--- config.mk ---
export PLATFORM = sky130hd
export DESIGN_NAME = allpass_cascade_phaser
export DESIGN_NICKNAME = d
export VERILOG_FILES = /design/src/sv/aps_pkg.sv /design/src/sv/aps_mul.sv /design/src/sv/aps_state_mem.sv /design/src/sv/allpass_cascade_phaser.sv
export SDC_FILE = /design/constraint.sdc
export NUM_CORES = 2
export LEC_CHECK = 0
export BUFFER_PORTS_ARGS = -buffer_cell sky130_fd_sc_hd__buf_2
export CAP_MARGIN = 20
export CORE_UTILIZATION = 35
export CTS_BUF_LIST = sky130_fd_sc_hd__clkbuf_8
export DETAILED_ROUTE_END_ITERATION = 8
export HOLD_SLACK_MARGIN = 0.02
export PLACE_DENSITY = 0.48
export SYNTH_ARGS = -nofsm -noshare
export SYNTH_HDL_FRONTEND = slang
export SYNTH_SLANG_ARGS = --single-unit
--- constraint.sdc ---
create_clock -name clock -period 21.1 [get_ports clock]
set_input_delay 2.11 -clock clock [delete_from_list [all_inputs] [get_ports clock]]
set_output_delay 2.11 -clock clock [all_outputs]
set_load 0.005 [all_outputs]
--- src/sv/aps_pkg.sv ---
// shared types, constants and saturation helpers for the allpass cascade phaser
package aps_pkg;

   localparam int SMP_W  = 24;
   localparam int WORD_W = 32;
   localparam int OPA_W  = 33;
   localparam int OPB_W  = 19;
   localparam int PROD_W = 52;

   // rounding addends for the q15 and mix shifts
   localparam logic signed [PROD_W-1:0] RND_Q15 = 52'sd16384;
   localparam logic signed [PROD_W-1:0] RND_MIX = 52'sd65536;
   // full weight of the mix, unity gain after the mix shift
   localparam logic [OPB_W-1:0] MIX_FULL = 19'd131072;

   typedef struct packed {
      logic signed [23:0] left_in;
      logic signed [23:0] right_in;
      logic signed [15:0] coefficient;
      logic signed [15:0] feedback_gain;
      logic [16:0]        wet_mix;
      logic               start_block;
   } aps_req_type;

   typedef struct packed {
      logic signed [23:0] left_out;
      logic signed [23:0] right_out;
      logic               clipped;
   } aps_rsp_type;

   typedef struct packed {
      logic signed [WORD_W-1:0] prev_in;
      logic signed [WORD_W-1:0] prev_out;
   } aps_entry_type;

   typedef struct packed {
      logic clear;
      logic rd_en;
      logic wr_en;
   } aps_mem_ctl_type;

   typedef struct packed {
      logic                     clip;
      logic signed [WORD_W-1:0] val;
   } aps_sat_word_type;

   typedef struct packed {
      logic                    clip;
      logic signed [SMP_W-1:0] val;
   } aps_sat_smp_type;

   function automatic aps_sat_word_type sat_word(input logic signed [37:0] v);
      aps_sat_word_type r;
      if ((&v[37:31]) || !(|v[37:31])) begin
         r.clip = 1'b0;
         r.val  = v[31:0];
      end else begin
         r.clip = 1'b1;
         r.val  = v[37] ? 32'sh8000_0000 : 32'sh7fff_ffff;
      end
      return r;
   endfunction

   function automatic aps_sat_smp_type sat_smp(input logic signed [35:0] v);
      aps_sat_smp_type r;
      if ((&v[35:23]) || !(|v[35:23])) begin
         r.clip = 1'b0;
         r.val  = v[23:0];
      end else begin
         r.clip = 1'b1;
         r.val  = v[35] ? 24'sh80_0000 : 24'sh7f_ffff;
      end
      return r;
   endfunction

endpackage

--- src/sv/aps_mul.sv ---
// shared signed multiply-add unit with registered product
module aps_mul import aps_pkg::*; (
   input  logic                     clock,
   input  logic                     en,
   input  logic signed [OPA_W-1:0]  a,
   input  logic signed [OPB_W-1:0]  b,
   input  logic signed [PROD_W-1:0] addend,
   output logic signed [PROD_W-1:0] p
);

   logic signed [PROD_W-1:0] p_ff;

   always_ff @(posedge clock) begin
      if (en) begin
         p_ff <= a * b + addend;
      end
   end

   assign p = p_ff;

endmodule

--- src/sv/aps_state_mem.sv ---
// stage history memory, one entry per channel and stage, with valid bits
module aps_state_mem import aps_pkg::*; #(
   parameter int AW = 4
) (
   input  logic            clock,
   input  logic            reset,
   input  aps_mem_ctl_type ctl,
   input  logic [AW-1:0]   rd_addr,
   input  logic [AW-1:0]   wr_addr,
   input  aps_entry_type   wr_data,
   output aps_entry_type   rd_data
);

   localparam int DEPTH = 2 ** AW;

   aps_entry_type    mem_ff [DEPTH];
   logic [DEPTH-1:0] valid_ff;
   aps_entry_type    rd_data_ff;

   always_ff @(posedge clock) begin
      if (reset) begin
         valid_ff <= '0;
      end else if (ctl.clear) begin
         valid_ff <= '0;
      end else if (ctl.wr_en) begin
         valid_ff[wr_addr] <= 1'b1;
      end
   end

   always_ff @(posedge clock) begin
      if (ctl.wr_en) begin
         mem_ff[wr_addr] <= wr_data;
      end
   end

   always_ff @(posedge clock) begin
      if (ctl.rd_en) begin
         rd_data_ff <= valid_ff[rd_addr] ? mem_ff[rd_addr] : '0;
      end
   end

   assign rd_data = rd_data_ff;

endmodule

--- src/sv/allpass_cascade_phaser.sv ---
// top level of the allpass cascade phaser: sequencer and datapath around one multiplier
//
//   channel | direction | ports                          | word
//   req     | in        | req_valid req_ready req_data   | aps_req_type frame
//   rsp     | out       | rsp_valid rsp_ready rsp_data   | aps_rsp_type frame
//   csr     | in        | csr_valid csr_ready csr_data   | stereo enable bit
//
// one frame at a time; each channel runs through the shared multiplier stage by stage,
// each allpass stage being a multiply, then an add and saturate
// in stereo the right channel follows the left one on the same multiplier
// synchronous active-high reset clears the stereo bit, feedback and all stage history
// a result waiting on rsp_ready holds the last mix step; req_ready is high only when idle
module allpass_cascade_phaser import aps_pkg::*; #(
   parameter int STAGES = 8
) (
   input  logic        clock,
   input  logic        reset,
   input  logic        req_valid,
   output logic        req_ready,
   input  aps_req_type req_data,
   output logic        rsp_valid,
   input  logic        rsp_ready,
   output aps_rsp_type rsp_data,
   input  logic        csr_valid,
   output logic        csr_ready,
   input  logic        csr_data
);

   localparam int SW = (STAGES > 1) ? $clog2(STAGES) : 1;
   localparam int AW = SW + 1;
   localparam logic [SW-1:0] LAST_STAGE = SW'(STAGES - 1);

   localparam logic [2:0] S_IDLE   = 3'd0;
   localparam logic [2:0] S_FB_MUL = 3'd1;
   localparam logic [2:0] S_FB_ADD = 3'd2;
   localparam logic [2:0] S_ST_MUL = 3'd3;
   localparam logic [2:0] S_ST_ADD = 3'd4;
   localparam logic [2:0] S_MX_DRY = 3'd5;
   localparam logic [2:0] S_MX_WET = 3'd6;
   localparam logic [2:0] S_MX_ADD = 3'd7;

   logic [2:0]                state_ff, state_in;
   logic                      ch_ff, ch_in;
   logic [SW-1:0]             stage_ff, stage_in;
   aps_req_type               item_ff, item_in;
   logic                      stereo_ff;
   logic signed [WORD_W-1:0]  fb_left_ff, fb_left_in;
   logic signed [WORD_W-1:0]  fb_right_ff, fb_right_in;
   logic signed [WORD_W-1:0]  w_ff, w_in;
   logic signed [PROD_W-1:0]  acc_ff, acc_in;
   logic signed [SMP_W-1:0]   left_res_ff, left_res_in;
   logic                      clip_ff, clip_in;
   logic                      rsp_valid_ff, rsp_valid_in;
   aps_rsp_type               rsp_data_ff, rsp_data_in;

   logic                      mul_en;
   logic signed [OPA_W-1:0]   mul_a;
   logic signed [OPB_W-1:0]   mul_b;
   logic signed [PROD_W-1:0]  mul_add;
   logic signed [PROD_W-1:0]  mul_p;

   aps_mem_ctl_type           mem_ctl;
   logic [AW-1:0]             mem_rd_addr;
   logic [AW-1:0]             mem_wr_addr;
   aps_entry_type             mem_wr_data;
   aps_entry_type             mem_rd_data;

   logic signed [SMP_W-1:0]   x_cur;
   logic signed [WORD_W-1:0]  fb_cur;
   logic signed [36:0]        p_q15;
   logic signed [37:0]        fb_sum;
   logic signed [37:0]        st_sum;
   logic signed [PROD_W:0]    mix_sum;
   logic signed [OPA_W-1:0]   diff;
   logic [SW-1:0]             stage_next;
   aps_sat_word_type          fb_sat;
   aps_sat_word_type          st_sat;
   aps_sat_smp_type           mix_sat;

   aps_mul u_mul (
      .clock  (clock),
      .en     (mul_en),
      .a      (mul_a),
      .b      (mul_b),
      .addend (mul_add),
      .p      (mul_p)
   );

   aps_state_mem #(.AW(AW)) u_mem (
      .clock   (clock),
      .reset   (reset),
      .ctl     (mem_ctl),
      .rd_addr (mem_rd_addr),
      .wr_addr (mem_wr_addr),
      .wr_data (mem_wr_data),
      .rd_data (mem_rd_data)
   );

   assign req_ready = (state_ff == S_IDLE);
   assign csr_ready = 1'b1;
   assign rsp_valid = rsp_valid_ff;
   assign rsp_data  = rsp_data_ff;

   assign x_cur      = ch_ff ? item_ff.right_in : item_ff.left_in;
   assign fb_cur     = ch_ff ? fb_right_ff : fb_left_ff;
   assign p_q15      = mul_p[PROD_W-1:15];
   assign fb_sum     = {{14{x_cur[SMP_W-1]}}, x_cur} + {p_q15[36], p_q15};
   assign st_sum     = {{6{mem_rd_data.prev_in[WORD_W-1]}}, mem_rd_data.prev_in}
                       + {p_q15[36], p_q15};
   assign mix_sum    = {acc_ff[PROD_W-1], acc_ff} + {mul_p[PROD_W-1], mul_p};
   assign diff       = {mem_rd_data.prev_out[WORD_W-1], mem_rd_data.prev_out}
                       - {w_ff[WORD_W-1], w_ff};
   assign stage_next = stage_ff + 1'b1;
   assign fb_sat     = sat_word(fb_sum);
   assign st_sat     = sat_word(st_sum);
   assign mix_sat    = sat_smp(mix_sum[PROD_W:17]);

   always_comb begin
      state_in     = state_ff;
      ch_in        = ch_ff;
      stage_in     = stage_ff;
      item_in      = item_ff;
      fb_left_in   = fb_left_ff;
      fb_right_in  = fb_right_ff;
      w_in         = w_ff;
      acc_in       = acc_ff;
      left_res_in  = left_res_ff;
      clip_in      = clip_ff;
      rsp_valid_in = rsp_valid_ff && !rsp_ready;
      rsp_data_in  = rsp_data_ff;
      mul_en       = 1'b0;
      mul_a        = '0;
      mul_b        = '0;
      mul_add      = '0;
      mem_ctl      = '0;
      mem_rd_addr  = {ch_ff, stage_ff};
      mem_wr_addr  = {ch_ff, stage_ff};
      mem_wr_data.prev_in  = w_ff;
      mem_wr_data.prev_out = st_sat.val;

      case (state_ff)
         S_IDLE: begin
            if (req_valid) begin
               item_in  = req_data;
               ch_in    = 1'b0;
               stage_in = '0;
               clip_in  = 1'b0;
               if (req_data.start_block) begin
                  mem_ctl.clear = 1'b1;
                  fb_left_in    = '0;
                  fb_right_in   = '0;
               end
               state_in = S_FB_MUL;
            end
         end
         S_FB_MUL: begin
            mul_en        = 1'b1;
            mul_a         = {fb_cur[WORD_W-1], fb_cur};
            mul_b         = {{3{item_ff.feedback_gain[15]}}, item_ff.feedback_gain};
            mul_add       = RND_Q15;
            mem_ctl.rd_en = 1'b1;
            state_in      = S_FB_ADD;
         end
         S_FB_ADD: begin
            w_in     = fb_sat.val;
            clip_in  = clip_ff | fb_sat.clip;
            state_in = S_ST_MUL;
         end
         S_ST_MUL: begin
            mul_en   = 1'b1;
            mul_a    = diff;
            mul_b    = {{3{item_ff.coefficient[15]}}, item_ff.coefficient};
            mul_add  = RND_Q15;
            state_in = S_ST_ADD;
         end
         S_ST_ADD: begin
            mem_ctl.wr_en = 1'b1;
            w_in          = st_sat.val;
            clip_in       = clip_ff | st_sat.clip;
            if (stage_ff == LAST_STAGE) begin
               stage_in = '0;
               if (ch_ff) begin
                  fb_right_in = st_sat.val;
               end else begin
                  fb_left_in = st_sat.val;
               end
               state_in = S_MX_DRY;
            end else begin
               stage_in      = stage_next;
               mem_ctl.rd_en = 1'b1;
               mem_rd_addr   = {ch_ff, stage_next};
               state_in      = S_ST_MUL;
            end
         end
         S_MX_DRY: begin
            mul_en   = 1'b1;
            mul_a    = {{9{x_cur[SMP_W-1]}}, x_cur};
            mul_b    = MIX_FULL - {2'b00, item_ff.wet_mix};
            mul_add  = RND_MIX;
            state_in = S_MX_WET;
         end
         S_MX_WET: begin
            acc_in   = mul_p;
            mul_en   = 1'b1;
            mul_a    = {w_ff[WORD_W-1], w_ff};
            mul_b    = {2'b00, item_ff.wet_mix};
            state_in = S_MX_ADD;
         end
         S_MX_ADD: begin
            if (!ch_ff && stereo_ff) begin
               left_res_in = mix_sat.val;
               clip_in     = clip_ff | mix_sat.clip;
               ch_in       = 1'b1;
               state_in    = S_FB_MUL;
            end else if (!rsp_valid_ff || rsp_ready) begin
               rsp_valid_in        = 1'b1;
               rsp_data_in.clipped = clip_ff | mix_sat.clip;
               if (ch_ff) begin
                  rsp_data_in.left_out  = left_res_ff;
                  rsp_data_in.right_out = mix_sat.val;
               end else begin
                  rsp_data_in.left_out  = mix_sat.val;
                  rsp_data_in.right_out = '0;
               end
               state_in = S_IDLE;
            end
         end
         default: begin
            state_in = S_IDLE;
         end
      endcase
   end

   always_ff @(posedge clock) begin
      if (reset) begin
         state_ff     <= S_IDLE;
         ch_ff        <= 1'b0;
         stage_ff     <= '0;
         stereo_ff    <= 1'b0;
         fb_left_ff   <= '0;
         fb_right_ff  <= '0;
         clip_ff      <= 1'b0;
         rsp_valid_ff <= 1'b0;
      end else begin
         state_ff     <= state_in;
         ch_ff        <= ch_in;
         stage_ff     <= stage_in;
         fb_left_ff   <= fb_left_in;
         fb_right_ff  <= fb_right_in;
         clip_ff      <= clip_in;
         rsp_valid_ff <= rsp_valid_in;
         if (csr_valid) begin
            stereo_ff <= csr_data;
         end
      end
   end

   always_ff @(posedge clock) begin
      item_ff     <= item_in;
      w_ff        <= w_in;
      acc_ff      <= acc_in;
      left_res_ff <= left_res_in;
      rsp_data_ff <= rsp_data_in;
   end

endmodule

[Yosys cells after proc, flatten, opt, wreduce, memory -nomap -nowiden]
Memories as Yosys holds them, arrays and structs flattened. A register that Yosys moved wholly into a read port is not among the register bits.
Index checks and enable logic that the tools add are counted.
Storage, ports and cells
  output and inout port bits: 52
  memories kept: 1
  logic and storage cells: 142
  input port bits: 104
  register bits: 396
  bits in writable memories: 1024
Memories
  u_mem.mem_ff: words 16, width 64, read ports 1, clocked after memory_dff 1, write ports 1, line aps_state_mem.sv:16  | aps_entry_type mem_ff [DEPTH];
Operators by class
  bitwise logic cells: 5
  mux-type cells: 52
  reductions and logical operators: 37
  $add $sub $neg: 7
  equal/unequal tests: 15
  $mul: 1
  $lt $le $gt $ge: 3
Operators by type and width (count)
  $mux 32: 9
  $pmux 32 s2: 3
  $pmux 33 s4: 1
  $pmux 19 s4: 1
  $mux 33: 2
  $add 52x52->53: 1
  $add 52x18->52: 1
  $mul 33x19->52: 1
  $mux 24: 2
  $mux 48: 1
  $add 24x37->38: 1
  $add 32x37->38: 1
  $pmux 17 s2: 1
  $sub 32x32->33: 1
  $mux 25: 1
  $mux 3: 8
  $pmux 3 s8: 1
  $sub 18x17->19 const A: 1
  $mux 1: 16
  $or 16x16->16: 1
  $eq 3x3->1 const B: 5
  $reduce_and 7->1: 2
  $reduce_or 7->1: 2
  $reduce_and 13->1: 1
  27 further kinds: 56

[Logic depth before layout (Yosys ltp)]
  depth in word-level cells: 8
  mapped depth: 43
  gate-level depth less buffers: 42

[Modules after synthesis]
A second synthesis with hierarchy kept.
Second synthesis, totals
  cell total of the unflattened synthesis: 6672
  area total of the unflattened synthesis: 88601.2 µm²
Modules (own cells, without submodules)
  aps_state_mem: sequential area each 32991.6 µm², area each 40831.7 µm², times used 1, cells each 1696
  aps_mul: sequential area each 1561.5 µm², area each 25226.7 µm², times used 1, cells each 2683
  allpass_cascade_phaser: sequential area each 9108.7 µm², area each 22542.9 µm², times used 1, cells each 2293

[Worst setup path before layout]
OpenSTA, ideal clock, no wires.
  path kind: register -> register
  start: reg state_ff[1]
  end: reg u_mul.p_ff[47], in the netlist u_mul.p[47], data pin
  library setup time: 0.260 ns
  cell stages (with the launch flop): 35
  required time: 20.840 ns
  slack: 10.830 ns
  buffers on the path: 4
  data arrival time: 10.010 ns
  clock period less this slack: 10.270 ns
  path through: dfxtp_1 > clkbuf_1 > nand2_1 > nor2_1 > clkbuf_1 > buf_1 > a21o_1 > clkbuf_1 > nand2_1 > fa_1 > inv_1 > fa_1 > inv_1 > fa_1 > fa_1 > inv_1 > fa_1 > fa_1 > inv_1 > fa_1 > inv_1 > ha_1 > a21o_1 > a21o_1 > a21oi_1 > o21ai_0 > a21o_1 > a31oi_1 > o211ai_1 > a21bo_2 > a41oi_1 > o21ba_2 > o21ai_0 > a21oi_1 > xnor2_1
Between the ends
  longest elaborated chain between the ends: 4
  elaborated cells between the ends (all ways): 10
  classes of those cells: 1 x add/sub; 1 x mul; 4 x eq/ne; 3 x mux; 1 x reduce/logical
Ends and longest elaborated chain
  start: declaration: line allpass_cascade_phaser.sv:42  | logic [2:0] state_ff, state_in;
  start signal: assignment: line allpass_cascade_phaser.sv:245  | state_ff <= state_in;
  $eq 3x3->1, or another cell as far along: line allpass_cascade_phaser.sv:141  | case (state_ff)
  $pmux 33 s4, or another cell as far along: line allpass_cascade_phaser.sv:141
  $mul 33x19->52 / $pmux 17 s2 (equally long branches): line aps_mul.sv:15, allpass_cascade_phaser.sv:141
  $add 52x18->52 (*): line aps_mul.sv:15  | p_ff <= a * b + addend;
  end signal: assignment: line aps_mul.sv:15
  end: declaration: line aps_mul.sv:11  | logic signed [PROD_W-1:0] p_ff;
Mark *: on every way between the ends. The rest lies on a longest branch, timed or not.
A chain may end at the register's enable or synchronous reset.

[Worst setup path in the final report]
  start: reg w_ff[1]
  end: reg u_mul.p_ff[47], in the netlist u_mul.p[47], data pin
Between the ends
  longest elaborated chain between the ends: 4
Ends and longest elaborated chain
  start: declaration: line allpass_cascade_phaser.sv:49  | logic signed [WORD_W-1:0] w_ff, w_in;
  start signal: assignment: line allpass_cascade_phaser.sv:260  | w_ff <= w_in;
  $sub 32x32->33: line allpass_cascade_phaser.sv:112  | - {w_ff[WORD_W-1], w_ff};
  $pmux 33 s4 (*): line allpass_cascade_phaser.sv:141
  $mul 33x19->52 (*): line aps_mul.sv:15
  $add 52x18->52 (*): line aps_mul.sv:15
Marks and branches as above.

==> run summary <==
==============================================================================
Worst hold slack across all endpoints                                 0.447 ns
Synth async-reset ratio                                                     0%
Origin of the critical flop-to-flop path                               w_ff[1]
Die area                                                          249000 sq um
Data required, critical path                                          21.85 ns
Drt wl/cell                                                       27.6 microns
Number of maximum-capacitance constraint violations                          0
Start point of the critical path                                       w_ff[1]
Routability Congestion                                                   0.913
Met3 routed wirelength                                            16600 microns
Flop pwr share                                                           45.5%
Peak ir drop on the vdd network                                      0.0854 mV
Last element of the critical path                                  u_mul.p[47]
Endpoint of the most critical register-to-register path            u_mul.p[47]
Top fanout value on the critical path                                       20
Part of the total power dissipated in the clock network                  31.6%
Final-report hold violation count                                            0
Mapped Avg Cell Area                                                13.4 sq um
Worst slew margin relative to its limit                                  16.7%
Multi-input gate area in the final layout                          39200 sq um
Number of cells on the worst reg-to-reg path                                41
Pin count of the biggest net entering global routing                        96
Cell area power density                                           84.2 nW/um^2
Clock H-tree levels                                                          5
Met1 Routed Length                                                121000 microns
Antenna violations before repair                                            15
Mapped Area                                                        86400 sq um
Number of stages on the worst setup path                                    41
Area grow syn2layout                                                     11.7%
Post-layout util                                                         39.3%
Cells taking the most area after synthesis                        sky130_fd_sc_hd__edfxtp_1, sky130_fd_sc_hd__fa_1, sky130_fd_sc_hd__mux4_2
DPL Wire Length                                                   191000 microns
Rows                                                                       182
Global-route total usage across every layer                              22.5%
Number of vias in the routed layout                                      54.7k
Cell type contributing the most total cell area after synthesis   sky130_fd_sc_hd__edfxtp_1
List of most frequent post-synthesis cells                        sky130_fd_sc_hd__edfxtp_1, sky130_fd_sc_hd__inv_1, sky130_fd_sc_hd__nand2_1
Static Leak                                                            37.4 nW
Number of routed nets with antenna violations                                0
Most frequent cell after synthesis                                sky130_fd_sc_hd__edfxtp_1
Die extent in y                                                    499 microns
Share of synthesized area occupied by flip-flops and latches             50.5%
Core Area                                                         246000 sq um
Post-cts sizing count                                                        0
Combined buffer and inverter count along the critical path                   6
Skew-Pair Late Insertion Delay                                         1.03 ns
Max Clock Skew                                                       0.0799 ns
Internal power                                                       0.00546 W
Library cells used by synthesis                                             90
# fillers                                                                23.2k
Number of design rule violations left after detail routing                   0
Final Max Tran Viols                                                         0
Synthesized Nets                                                          7491
Setup_tns                                                                 0 ns
Setup slack, reg-to-reg                                                9.28 ns
Global-route wire length before repair                            405000 microns
Switching fraction of total power                                        32.8%
Relative contribution of combinational cells to total power              22.9%
Total overflow reported by the global router                                 0
Post-route clock period utilization                                      56.0%
Clock Sinks                                                               1484
Slowest library cell on the worst path                            sky130_fd_sc_hd__edfxtp_1
Critical path class                                                    reg2reg
Count of hold buffers inserted by post-cts repair                            0
Period minus WS final                                                 11.82 ns
Ys flop type                                                      sky130_fd_sc_hd__edfxtp_1
Number of enable-type register cells in the synthesized netlist           1394
Final net count                                                           7781
Worst path arrival time                                               12.58 ns
Clock tree from TritonCTS                                                built
Delay contributed by the slowest stage of the critical path            0.89 ns
Startpoint kind of the worst setup timing path                            flop
Count of port buffers added during placement                               154
Area occupied by registers                                         43700 sq um
Max Freq                                                              84.6 MHz
IO Pins                                                                    156
DRT iter0 DRCs                                                            4905
Total cell area at the placement stage                             91600 sq um
Final number of setup-violating endpoints                                    0
Finished layout cell area                                          96500 sq um
Hold Path Class                                                        reg2reg
Gate count after technology mapping                                       6471
Initial core utilization                                                 35.2%
Largest delay contributor family on the critical path             compound AO/OA/AOI/OAI gates
Buffers inserted during post-CTS setup optimization                          0
DRT Wirelength                                                    280000 microns
Switching component of the power                                     0.00266 W
Longest Clk Path Bufs                                                        4
YS warnings                                                                  0
Detailed-route vias per instance                                          5.39
Critical path capture point type                                          flop
Number of buffers inserted during clock tree synthesis                     282
RSZ-0062 raised after global routing                                     false
Top routing layer in use                                                  met4
Post-synth top area share                                                48.4%
CTS clk-pin slew, worst paths                                          0.07 ns
Routed wl met2                                                    132000 microns
Fraction of final layout cells sized beyond drive strength 1             16.0%
Worst path most repeated cell                                     sky130_fd_sc_hd__fa_1
Measured slew at the worst slew-check pin                              1.25 ns
Clock root buffer master                                          sky130_fd_sc_hd__clkbuf_8
Total iterations of the first detailed-routing run                           6
Hold Path Stages                                                             0
Vias in the first global route                                           56.7k
Status                                                               completed
Width of the chip                                                  499 microns
Post-synthesis register bit count                                         1484
==============================================================================
## state kept, by name, summed over array words and instances (netlist names)
register	flops
stage_ff	3
acc_ff	52
rsp_data	49
stereo_ff	1
clip_ff	1
u_mem.valid_ff	16
u_mul.p	52
ch_ff	1
u_mem.mem_ff	1024
state_ff	3
w_ff	32
rsp_valid	1
left_res_ff	24
item_ff	97
u_mem.rd_data	64
fb_left_ff	32
fb_right_ff	32
## final cells by class
class	instances	area share, %
Sequential cell	1484	45.2
Multi-Input combinational cell	3942	40.6
Tap cell	3220	4.17
Clock buffer	290	4.14
Inverter	759	2.95
Timing Repair Buffer	292	1.93
Clock inverter	166	0.943
Antenna cell	6	0.0156
## through the flow
step | power, W | setup WS, ns | cells
after global routing | 0.00847 | 8.57 | 10200
after floorplan | 0.00478 | 10.83 | 6471
final | 0.00813 | 9.28 | 10200
after detailed placement | 0.00558 | 9.44 | 9697
after CTS | 0.00818 | 9.36 | 10200
after global placement | 0.00557 | 9.50 | 9693
## worst min path at each step
stage / startpoint / end / slack [ns]
floorplan: u_mul.p[0] / acc_ff[0] / 0.43
global placement: fb_right_ff[29] / fb_right_ff[29] / 0.44
detailed placement: fb_left_ff[16] / fb_left_ff[16] / 0.45
CTS: u_mul.p[4] / acc_ff[4] / 0.45
global route: u_mul.p[4] / acc_ff[4] / 0.46
finish: u_mul.p[4] / acc_ff[4] / 0.45
## power by group through the flow
stage	Combinational, W	Clock (W)	Sequential (W)
floorplan	0.00115	0	0.00364
global placement	0.00182	0	0.00375
detailed placement	0.00183	0	0.00375
CTS	0.00184	0.00264	0.00369
global route	0.00200	0.00277	0.00370
finish	0.00186	0.00257	0.00370
## routing by layer
layer  track usage, %  vias to the layer above
li1                 -                    23600
met1             30.5                    28800
met2             36.6                     1886
met3             3.42                      466
met4             8.11                        0
met5                0                        -
## layout by cell type, fill, tap and decap left out, types with 134 or more instances in the layout
master and instances:
sky130_fd_sc_hd__inv_1 827, sky130_fd_sc_hd__buf_4 134, sky130_fd_sc_hd__fa_1 612, sky130_fd_sc_hd__clkbuf_8 290, sky130_fd_sc_hd__edfxtp_1 1394, sky130_fd_sc_hd__ha_1 304, sky130_fd_sc_hd__buf_2 154, sky130_fd_sc_hd__nand2_1 648
sky130_fd_sc_hd__nor2_1 437, sky130_fd_sc_hd__mux4_2 324, sky130_fd_sc_hd__a21oi_1 243
## kinds of logic (layout without fill, tap and decap cells)
kind of cell | Yosys count | in the layout | share of synthesized area [%]
AND/OR/NAND/NOR | 1553 | 1553 | 8.01
AO/OA/AOI/OAI | 873 | 873 | 6.85
other | 1 | 7 | 0.00434
XOR/XNOR | 177 | 177 | 1.79
multiplexers | 422 | 422 | 9.66
adder cells (fa/ha/maj) | 916 | 916 | 18.6
flip-flops | 1484 | 1484 | 50.5
buffers and inverters | 1045 | 1507 | 4.58
Note: power is estimated with default switching activity, not from simulation.
